--- src/buz_pkg.sv ---
// Shared types, constants and lookup tables for the rotating XOR hash block.
// No dependencies; compiled first.
package buz_pkg;

  localparam int HASH_WIDTH  = 64;
  localparam int TABLE_DEPTH = 39;
  localparam int TIX_W       = $clog2(TABLE_DEPTH);
  localparam int ROT_W       = 6;
  localparam int BYTE_W      = 8;
  localparam int CMD_W       = 2;
  localparam int CFG_IDX_W   = 1;

  // Mixing constants
  localparam int IDX_MUL = 1450543;
  localparam int ROT_MUL = 107;
  localparam int ROT_MOD = 58;
  localparam logic [BYTE_W-1:0] CASE_BIT = 8'h20;
  localparam logic [BYTE_W-1:0] UPPER_A  = 8'h41;
  localparam logic [BYTE_W-1:0] UPPER_Z  = 8'h5A;

  // Command codes
  localparam logic [CMD_W-1:0] CMD_LOAD = 2'd0;
  localparam logic [CMD_W-1:0] CMD_HASH = 2'd1;
  localparam logic [CMD_W-1:0] CMD_SEED = 2'd2;

  // Configuration register indexes
  localparam logic [CFG_IDX_W-1:0] CFG_FOLD_CASE    = 1'b0;
  localparam logic [CFG_IDX_W-1:0] CFG_DEFAULT_SEED = 1'b1;

  typedef logic [HASH_WIDTH-1:0] hash_t;
  typedef logic [TIX_W-1:0]      tix_lut_t [256];
  typedef logic [ROT_W-1:0]      rot_lut_t [256];

  // Table index per (folded) byte: byte * IDX_MUL mod TABLE_DEPTH
  function automatic tix_lut_t build_tix_lut();
    tix_lut_t lut;
    for (int b = 0; b < 256; b++) begin
      lut[b] = TIX_W'((b * IDX_MUL) % TABLE_DEPTH);
    end
    return lut;
  endfunction

  // Rotate amount per (folded) byte: 1 + byte * ROT_MUL mod ROT_MOD
  function automatic rot_lut_t build_rot_lut();
    rot_lut_t lut;
    for (int b = 0; b < 256; b++) begin
      lut[b] = ROT_W'(1 + ((b * ROT_MUL) % ROT_MOD));
    end
    return lut;
  endfunction

  localparam tix_lut_t TIX_LUT = build_tix_lut();
  localparam rot_lut_t ROT_LUT = build_rot_lut();

endpackage

--- src/buz_if.sv ---
// Valid/ready channel interfaces for message items and hash results.
// Depends on buz_pkg.
interface buz_in_if;
  import buz_pkg::*;

  logic                  valid;
  logic                  ready;
  logic [CMD_W-1:0]      command;
  logic [TIX_W-1:0]      table_index;
  logic [HASH_WIDTH-1:0] table_word;
  logic [BYTE_W-1:0]     data_byte;
  logic                  first_byte;
  logic                  last_byte;
  logic                  seed_select;
  logic [HASH_WIDTH-1:0] given_seed;

  modport source (
    output valid, command, table_index, table_word, data_byte,
           first_byte, last_byte, seed_select, given_seed,
    input  ready
  );
  modport sink (
    input  valid, command, table_index, table_word, data_byte,
           first_byte, last_byte, seed_select, given_seed,
    output ready
  );
endinterface

interface buz_out_if;
  import buz_pkg::*;

  logic                  valid;
  logic                  ready;
  logic [HASH_WIDTH-1:0] hash_value;

  modport source (output valid, hash_value, input ready);
  modport sink (input valid, hash_value, output ready);
endinterface

--- src/buz_rotating_xor_hash_core.sv ---
// Byte-serial 64-bit rotating XOR hash core with loadable mixing table.
// Depends on buz_pkg and the channel interfaces in buz_if.sv.

// One item is accepted per clock while input ready is high. Each hash item
// passes an input stage (case fold, table index and rotate lookups, seed
// choice, registered mixing-table read), then a hash stage that rotates the
// running hash and XORs in the table word; a message's last byte and seed
// items then fill an output register. The loop through the running-hash
// register (64-bit rotate plus XOR) is what limits the clock. When the output
// register is full and not taken, a hash-stage item that carries a result
// holds there and input ready drops; items without a result keep moving. Load
// items write the table in the cycle they are accepted and are visible to the
// next byte. Table entries must be loaded before a byte selects them; there is
// no clearing pass after reset.
module buz_rotating_xor_hash_core (
  input  logic                             clk,
  input  logic                             rst,
  input  logic                             cfg_write_en,
  input  logic [buz_pkg::CFG_IDX_W-1:0]    cfg_index,
  input  logic [buz_pkg::HASH_WIDTH-1:0]   cfg_data,
  buz_in_if.sink                           msg_in,
  buz_out_if.source                        hash_out
);
  import buz_pkg::*;

  // Configuration registers
  logic  fold_case;
  hash_t default_seed;

  // Mixing table
  hash_t mix_table [TABLE_DEPTH];

  // Hash stage registers
  logic              s1_valid;
  logic              s1_hash;
  logic              s1_first;
  logic              s1_emit;
  logic [ROT_W-1:0]  s1_rot;
  hash_t             s1_seed;
  hash_t             s1_word;

  // Output and running hash
  logic  out_valid;
  logic  out_valid_next;
  hash_t out_hash;
  hash_t running_hash;

  logic              in_accept;
  logic              s1_go;
  logic [BYTE_W-1:0] folded_byte;
  hash_t             seed_pick;
  hash_t             h_base;
  logic [2*HASH_WIDTH-1:0] rot_wide;
  hash_t             h_new;

  // Configuration writes
  always_ff @(posedge clk) begin
    if (rst) begin
      fold_case    <= 1'b1;
      default_seed <= '0;
    end else if (cfg_write_en) begin
      unique case (cfg_index)
        CFG_FOLD_CASE:    fold_case    <= cfg_data[0];
        CFG_DEFAULT_SEED: default_seed <= cfg_data;
      endcase
    end
  end

  // Handshake: hash stage stalls only when it has a result and output is full and not taken
  assign s1_go          = s1_valid && (!s1_emit || !out_valid || hash_out.ready);
  assign msg_in.ready   = !s1_valid || s1_go;
  assign in_accept      = msg_in.valid && msg_in.ready;

  // Input stage: case fold and seed choice
  always_comb begin
    folded_byte = msg_in.data_byte;
    if (fold_case && msg_in.data_byte >= UPPER_A && msg_in.data_byte <= UPPER_Z) begin
      folded_byte = msg_in.data_byte | CASE_BIT;
    end
    seed_pick = msg_in.seed_select ? msg_in.given_seed : default_seed;
  end

  // Table write on load, registered read on hash byte
  always_ff @(posedge clk) begin
    if (in_accept && msg_in.command == CMD_LOAD &&
        msg_in.table_index < TIX_W'(TABLE_DEPTH)) begin
      mix_table[msg_in.table_index] <= msg_in.table_word;
    end
    if (in_accept && msg_in.command == CMD_HASH) begin
      s1_word <= mix_table[TIX_LUT[folded_byte]];
    end
  end

  // Hash stage control
  always_ff @(posedge clk) begin
    if (rst) begin
      s1_valid <= 1'b0;
    end else if (in_accept) begin
      s1_valid <= (msg_in.command == CMD_HASH) || (msg_in.command == CMD_SEED);
    end else if (s1_go) begin
      s1_valid <= 1'b0;
    end
  end

  // Hash stage payload
  always_ff @(posedge clk) begin
    if (in_accept) begin
      s1_hash  <= (msg_in.command == CMD_HASH);
      s1_first <= msg_in.first_byte;
      s1_emit  <= (msg_in.command == CMD_SEED) || msg_in.last_byte;
      s1_rot   <= ROT_LUT[folded_byte];
      s1_seed  <= seed_pick;
    end
  end

  // Rotate and mix
  always_comb begin
    h_base   = s1_first ? s1_seed : running_hash;
    rot_wide = {h_base, h_base} << s1_rot;
    h_new    = rot_wide[2*HASH_WIDTH-1:HASH_WIDTH] ^ s1_word;
  end

  always_ff @(posedge clk) begin
    if (rst) begin
      running_hash <= '0;
    end else if (s1_go && s1_hash) begin
      running_hash <= h_new;
    end
  end

  // Output register
  always_comb begin
    out_valid_next = out_valid;
    if (s1_go && s1_emit) begin
      out_valid_next = 1'b1;
    end else if (hash_out.ready) begin
      out_valid_next = 1'b0;
    end
  end

  always_ff @(posedge clk) begin
    if (rst) begin
      out_valid <= 1'b0;
    end else begin
      out_valid <= out_valid_next;
    end
  end

  always_ff @(posedge clk) begin
    if (s1_go && s1_emit) begin
      out_hash <= s1_hash ? h_new : s1_seed;
    end
  end

  assign hash_out.valid      = out_valid;
  assign hash_out.hash_value = out_hash;

endmodule

--- src/flat_wrapper.sv ---
// flat-port wrapper written by rule: the top's interface ports become plain ports
module buz_rotating_xor_hash_core_flat import buz_pkg::*;
  (clk, rst, cfg_write_en, cfg_index, cfg_data, msg_in_valid, msg_in_command, msg_in_table_index, msg_in_table_word, msg_in_data_byte, msg_in_first_byte, msg_in_last_byte, msg_in_seed_select, msg_in_given_seed, msg_in_ready, hash_out_valid, hash_out_hash_value, hash_out_ready);
  buz_in_if msg_in_i ();
  buz_out_if hash_out_i ();
  input  logic clk;
  input  logic rst;
  input  logic cfg_write_en;
  input  logic [buz_pkg::CFG_IDX_W-1:0] cfg_index;
  input  logic [buz_pkg::HASH_WIDTH-1:0] cfg_data;
  input wire logic [$bits(msg_in_i.valid)-1:0] msg_in_valid;
  input wire logic [$bits(msg_in_i.command)-1:0] msg_in_command;
  input wire logic [$bits(msg_in_i.table_index)-1:0] msg_in_table_index;
  input wire logic [$bits(msg_in_i.table_word)-1:0] msg_in_table_word;
  input wire logic [$bits(msg_in_i.data_byte)-1:0] msg_in_data_byte;
  input wire logic [$bits(msg_in_i.first_byte)-1:0] msg_in_first_byte;
  input wire logic [$bits(msg_in_i.last_byte)-1:0] msg_in_last_byte;
  input wire logic [$bits(msg_in_i.seed_select)-1:0] msg_in_seed_select;
  input wire logic [$bits(msg_in_i.given_seed)-1:0] msg_in_given_seed;
  output wire logic [$bits(msg_in_i.ready)-1:0] msg_in_ready;
  output wire logic [$bits(hash_out_i.valid)-1:0] hash_out_valid;
  output wire logic [$bits(hash_out_i.hash_value)-1:0] hash_out_hash_value;
  input wire logic [$bits(hash_out_i.ready)-1:0] hash_out_ready;
  assign msg_in_i.valid = msg_in_valid;
  assign msg_in_i.command = msg_in_command;
  assign msg_in_i.table_index = msg_in_table_index;
  assign msg_in_i.table_word = msg_in_table_word;
  assign msg_in_i.data_byte = msg_in_data_byte;
  assign msg_in_i.first_byte = msg_in_first_byte;
  assign msg_in_i.last_byte = msg_in_last_byte;
  assign msg_in_i.seed_select = msg_in_seed_select;
  assign msg_in_i.given_seed = msg_in_given_seed;
  assign msg_in_ready = msg_in_i.ready;
  assign hash_out_valid = hash_out_i.valid;
  assign hash_out_hash_value = hash_out_i.hash_value;
  assign hash_out_i.ready = hash_out_ready;
  buz_rotating_xor_hash_core u_core (.clk(clk), .rst(rst), .cfg_write_en(cfg_write_en), .cfg_index(cfg_index), .cfg_data(cfg_data), .msg_in(msg_in_i), .hash_out(hash_out_i));
endmodule
--- config.mk ---
export PLATFORM = sky130hd
export DESIGN_NAME = buz_rotating_xor_hash_core_flat
export DESIGN_NICKNAME = d
export VERILOG_FILES = /design/src/buz_pkg.sv /design/src/buz_if.sv /design/src/buz_rotating_xor_hash_core.sv /design/src/flat_wrapper.sv
export SDC_FILE = /design/constraint.sdc
export NUM_CORES = 2
export LEC_CHECK = 0
export BUFFER_PORTS_ARGS = -buffer_cell sky130_fd_sc_hd__buf_4
export CAP_MARGIN = 0
export CORE_MARGIN = 1.5
export CORE_UTILIZATION = 45
export CTS_BUF_LIST = sky130_fd_sc_hd__clkbuf_16
export DETAILED_ROUTE_END_ITERATION = 10
export PLACE_DENSITY_LB_ADDON = 0.05
export SLEW_MARGIN = 20
export SYNTH_ARGS = -nofsm -noshare
export SYNTH_HDL_FRONTEND = slang
export SYNTH_SLANG_ARGS = --single-unit
--- constraint.sdc ---
create_clock -name clk -period 12.7 [get_ports clk]
set_input_delay 0 -clock clk [delete_from_list [all_inputs] [get_ports clk]]
set_output_delay 0 -clock clk [all_outputs]
set_load 0.02 [all_outputs]
## Word level (Yosys, flattened, before mapping)

Memory sizes are Yosys's and may differ from the RTL's. A register that Yosys moved wholly into a read port is not among the register bits.
Cells that the tools add are included.

- Muxes and demuxes: 12
- Shift-type cells: 1
- Equality and inequality tests: 2
- Reduce and logical (&&, ||, !) cells: 22
- $lt $le $gt $ge: 4
- Bitwise gates (word level): 3

Operators by type and width:

| kind | number |
|---|---|
| 2-to-1 mux 64 bit | 3 |
| left shift 128 x 6 -> 128 bit | 1 |
| XOR 64 bit | 1 |
| 2-to-1 mux 6 bit | 3 |
| greater-or-equal comparator 9 bit (second input constant) | 1 |
| logical AND 1 bit | 9 |
| NOT 8 -> 9 bit | 1 |
| greater-or-equal comparator 8 x 7 -> 1 bit (second input constant) | 1 |
| less-or-equal comparator 8 x 7 -> 1 bit (second input constant) | 1 |
| less-than comparator 6 bit (second input constant) | 1 |
| 2-to-1 mux 1 bit | 6 |
| logical OR 1 bit | 5 |
| AND reduction 2 bit | 2 |
| nonzero test 2 bit | 2 |
| logical NOT 1 bit | 3 |
| == test 2 x 1 -> 1 bit (second input constant) | 1 |
| == test 2 bit (second input constant) | 1 |
| logical NOT 2 bit | 1 |
| NOT 1 bit | 1 |

- Register bits: 262
- Output and inout port bits: 66
- Bits in writable memories: 2496
- Bits of input ports: 217
- Memories: 3
- Memory bits (read-only): 3072
- Logic and storage cells: 57

Memories:

| name | words | width | rd ports | clocked after Yosys merged registers in | write ports | line | RTL |
|---|---|---|---|---|---|---|---|
| u_core.mix_table | 39 | 64 | 1 | 1 | 1 | buz_rotating_xor_hash_core.sv:31 | `hash_t mix_table [TABLE_DEPTH];` |
| (no name shown) | 256 | 6 | 1 | 1 | 0 | buz_rotating_xor_hash_core.sv:111 | `s1_rot <= ROT_LUT[folded_byte];` |
| (no name shown) | 256 | 6 | 1 | 0 | 0 | buz_rotating_xor_hash_core.sv:90 | `s1_word <= mix_table[TIX_LUT[folded_byte]];` |

## Longest topological paths before layout

- Word-level depth: 10
- Depth in mapped cells: 18
- Gate-level depth less buffers: 13

## Worst setup path before layout

No wires, ideal clock.

- Kind: register to register
- From: register u_core.out_valid, in the netlist u_core.hash_out.valid
- To: memory u_core.mix_table[21][0] (netlist bit), enable pin
- Stages on the path, launching flop included: 7
- Period minus slack after synthesis: 4653 ps
- Library setup time: 487 ps
- Data required time: 12213 ps
- Setup slack: 8047 ps
- Arrival time: 4167 ps
- Cell sequence: dfxtp_1 nor2b_1 nand3_1 and3_1 nor2b_1 nand3b_1 nor2_1

- Cells in the longest elaborated chain, start to end: 10

Ends and longest elaborated chain:

| element | line | RTL |
|---|---|---|
| from (decl) | buz_rotating_xor_hash_core.sv:43 | `logic out_valid;` |
| from (signal assigned) | buz_rotating_xor_hash_core.sv:145 | `out_valid <= out_valid_next;` |
| logical NOT 1 bit | buz_rotating_xor_hash_core.sv:70 | `assign s1_go = s1_valid && (!s1_emit \|\| !out_valid \|\| hash_out.ready);` |
| logical OR 1 bit (2 in a row) | buz_rotating_xor_hash_core.sv:70 |  |
| logical AND 1 bit | buz_rotating_xor_hash_core.sv:70 |  |
| logical OR 1 bit | buz_rotating_xor_hash_core.sv:71 | `assign msg_in.ready = !s1_valid \|\| s1_go;` |
| via msg_in_ready | flat_wrapper.sv:20 | `output wire logic [$bits(msg_in_i.ready)-1:0] msg_in_ready;` |
| logical AND 1 bit | buz_rotating_xor_hash_core.sv:72 | `assign in_accept = msg_in.valid && msg_in.ready;` |
| logical AND 1 bit (2 in a row) | buz_rotating_xor_hash_core.sv:85 | `if (in_accept && msg_in.command == CMD_LOAD &&` |
| 2-to-1 mux 1 bit | buz_rotating_xor_hash_core.sv:85 |  |
| 2-to-1 mux 1 bit (implied by the code) | buz_rotating_xor_hash_core.sv:87 | `mix_table[msg_in.table_index] <= msg_in.table_word;` |
| to (decl) | buz_rotating_xor_hash_core.sv:31 |  |

The timed path passes the listed nets, and every way through them passes these cells.

## Worst setup path after layout

- From: input port msg_in_data_byte[3]
- To: register u_core.s1_word[39], read port of u_core.mix_table, data pin

- Cells in the longest elaborated chain, start to end: 8
- Elaborated cells on any way between the ends: 9
- Classes of those cells: 2 x order compare; 3 x mux; 1 x bitwise; 2 x reduce/logical; 1 x memory

Ends and longest elaborated chain:

| element | line | RTL |
|---|---|---|
| from (decl) | flat_wrapper.sv:15 | `input wire logic [$bits(msg_in_i.data_byte)-1:0] msg_in_data_byte;` |
| greater-or-equal comparator 8 x 7 -> 1 bit | buz_rotating_xor_hash_core.sv:77 | `if (fold_case && msg_in.data_byte >= UPPER_A && msg_in.data_byte <= UPPER_Z) begin` |
| logical AND 1 bit (2 in a row) | buz_rotating_xor_hash_core.sv:77 |  |
| 2-to-1 mux 6 bit * | buz_rotating_xor_hash_core.sv:77 |  |
| NOT 8 -> 9 bit (implied by the code) * | buz_rotating_xor_hash_core.sv:90 |  |
| memory (256 x 6 bit) * | - |  |
| 2-to-1 mux 6 bit (implied by the code) * (2 in a row) | buz_rotating_xor_hash_core.sv:90 |  |
| to (decl) | buz_rotating_xor_hash_core.sv:40 | `hash_t s1_word;` |

Mark *: on every way between the ends. The rest lies on a longest branch, timed or not. The select of a mux whose other input is x is not followed.
A chain may end at the register's enable or synchronous reset.

==> metrics <==
outcome complete, no violations; GRT overflow 0; Tcrit/Tclk final 46.5%; IO Pins 283; Row Count 189; first-pass GRT wire length 562,000 um; Post-Synthesis Cells 8,958; Avg Inst Size Synth 13.5 um2; Final Hold Fails 0; distinct cell type count of the synthesized netlist 80; Clock Latency Late Sink 0.89 ns; Finish-stage setup viols 0; EDFF count, synth 2,697; Period minus WS final 5.91 ns; worst setup path category in -> reg; area leader, netlist edfxtp_1; post-synth top area share 67.1%; CTS tree built; layout cell share with drive strength beyond 1 14.2%; GP Congestion 0.911; slew margin rel. 20.4%; setup TNS 0 ns; Fmax 169 MHz; H-tree level count 5; Worst Clk Skew 0.0616 ns; first-pass iteration count of the detailed router 6; width of the die 521 um; routed len/inst 29.7 um; Starting DRT DRC Count 8,408; vias in the first global route 77,200; Startpoint Class primary input; RSZ-0062 raised after global routing no; Post-CTS Resized 0; dominant synthesized flop cell edfxtp_1; initial antenna violation count 21; VDD IR max 0.129 mV; total CTS buffers 311; antenna viol nets, final 0; Sinks on Clock Net 2,828; hold-fix buffers at CTS 471; final WL 394,000 um; pin count of the biggest net entering global routing 162; slew of the pin with the lowest slew margin 1.19 ns; number of max-cap violations 0; Critical Path AT 6.50 ns; DR vias/cell 6.09; Synth Net Count 9,198; final max-slew violation count 0; core area 0.266 mm2; Nets 9,758; Initial Util 45.4%; area grow syn2layout 16.3%; Hold WC Path Type in -> reg; Post-CTS Setup Bufs 0; Clock Tree Buf Depth 4; Root Driver clkbuf_16; Leak Pwr 48.7 nW; vias 80,900; pwr dens 159 mW/mm2; crit path max fanout 89; area of the mapped netlist 0.121 mm2; clock slew at reported path FFs 0.06 ns; # DRC 0; total die area 0.271 mm2; synthesis-stage register bit count 2,828; PortBufs 282; asr flop ratio synth 0%; overall global routing resource usage 28.5%; Crit. End Element flip-flop; Crit path required time 13.30 ns; number of synthesis warnings 0; DP Wirelength 210,000 um; die height 521 um; sequential fraction of the synthesis area 69.3%; hold_ws 0.0502 ns; Synth area leaders edfxtp_1, nand2_1, mux4_2
-- worst max-delay path, cell delays in order --
cell and delay (ns):
buf_4 0.09, buf_4 0.57, buf_4 0.71, nand2_1 0.16, a2111oi_0 0.74, buf_4 0.22
a221oi_1 0.07, mux2_2 0.39, a221o_4 0.65, nor2_4 0.75, buf_4 0.41, buf_12 0.38
mux4_2 0.61, o32ai_1 0.33, a211oi_2 0.07
-- metal layers --
layer / track usage [%] / wire [um] / vias up
li1: - / - / 35100
met1: 40.0 / 167000 / 41900
met2: 46.2 / 187000 / 3218
met3: 3.03 / 25800 / 651
met4: 9.83 / 14400 / 6
met5: 0 / 34 / -
-- report_power, final --
group | total (W) | leakage [nW] | internal (W) | switching (W)
clock | 0.00843 | 4.92 | 0.00480 | 0.00363
combinational | 0.00351 | 18.4 | 0.00120 | 0.00231
sequential | 0.0104 | 25.4 | 0.0103 | 0.0000849
-- layout make-up --
type | instances | area, um2
fill | 22100 | 126000
sequential | 2828 | 83600
multi-input combinational | 5414 | 34300
timing repair buffer | 941 | 8530
clock buffer | 318 | 7960
tap | 3533 | 4420
clock inverter | 223 | 1410
inverter | 22 | 83.8
antenna | 8 | 20.0
-- cell families after synthesis --
group	share of synthesized area (%)
xor+xnor	0.479
compound gates	8.39
fa+ha+maj	0.238
buf+inv	2.66
mux	7.40
flops	69.3
simple gates	11.6
-- sequential cells by signal (all words and copies together), names as in the netlist --
signal,flops
u_core.s1_word,64
u_core.hash_out.hash_value,64
u_core.s1_rot,6
u_core.s1_first,1
u_core.s1_seed,64
u_core.s1_valid,1
u_core.s1_emit,1
u_core.s1_hash,1
u_core.running_hash,64
u_core.default_seed,64
u_core.fold_case,1
u_core.hash_out.valid,1
u_core.mix_table,2496
-- placed cells by master (no fill, tap or decap), types with 256 or more instances in the layout --
master         synthesis  layout
edfxtp_1            2697    2697
nand2_1             2234    2233
nand3_1              530     528
dlygate4sd3_1          0     471
buf_4                 51     448
clkbuf_16              0     318
a21oi_1              307     307
a31oi_1              269     269
a311oi_1             262     262
and3_1               258     256
-- per-stage QoR --
stage	power [W]	cell area (um2)	worst slack [ns]	instances	utilization (%)
global placement	0.0140	126000	6.00	12300	47.4
CTS	0.0225	140000	6.89	13300	52.7
global route	0.0231	140000	6.52	13300	52.8
finish	0.0223	140000	6.79	13300	52.8
floorplan	0.0128	121000	8.05	8958	-
detailed placement	0.0140	126000	6.02	12300	47.4
-- cell usage after synthesis (all sizes together) (131+ instances only) --
cell and number:
edfxtp 2697, nand2 2236, nand3 531, clkbuf 390
a21oi 309, buf 304, a31oi 269, a311oi 263
and3 258, mux2i 206, mux4 206, mux2 198
o21ai 187, nor2 174, dfxtp 131
-- final timing paths --
check / start / endpoint / slack [ns] / cells after the start
setup / recovery: msg_in_data_byte[3] / u_core.s1_word[39] / 6.79 / 15
setup reg to reg: u_core.fold_case / u_core.s1_word[46] / 6.89 / 12
hold / removal: msg_in_seed_select / u_core.s1_seed[58] / 0.05 / 2
hold reg to reg: u_core.default_seed[0] / u_core.default_seed[0] / 0.45 / 2
Power figures use the tool's default switching activity.
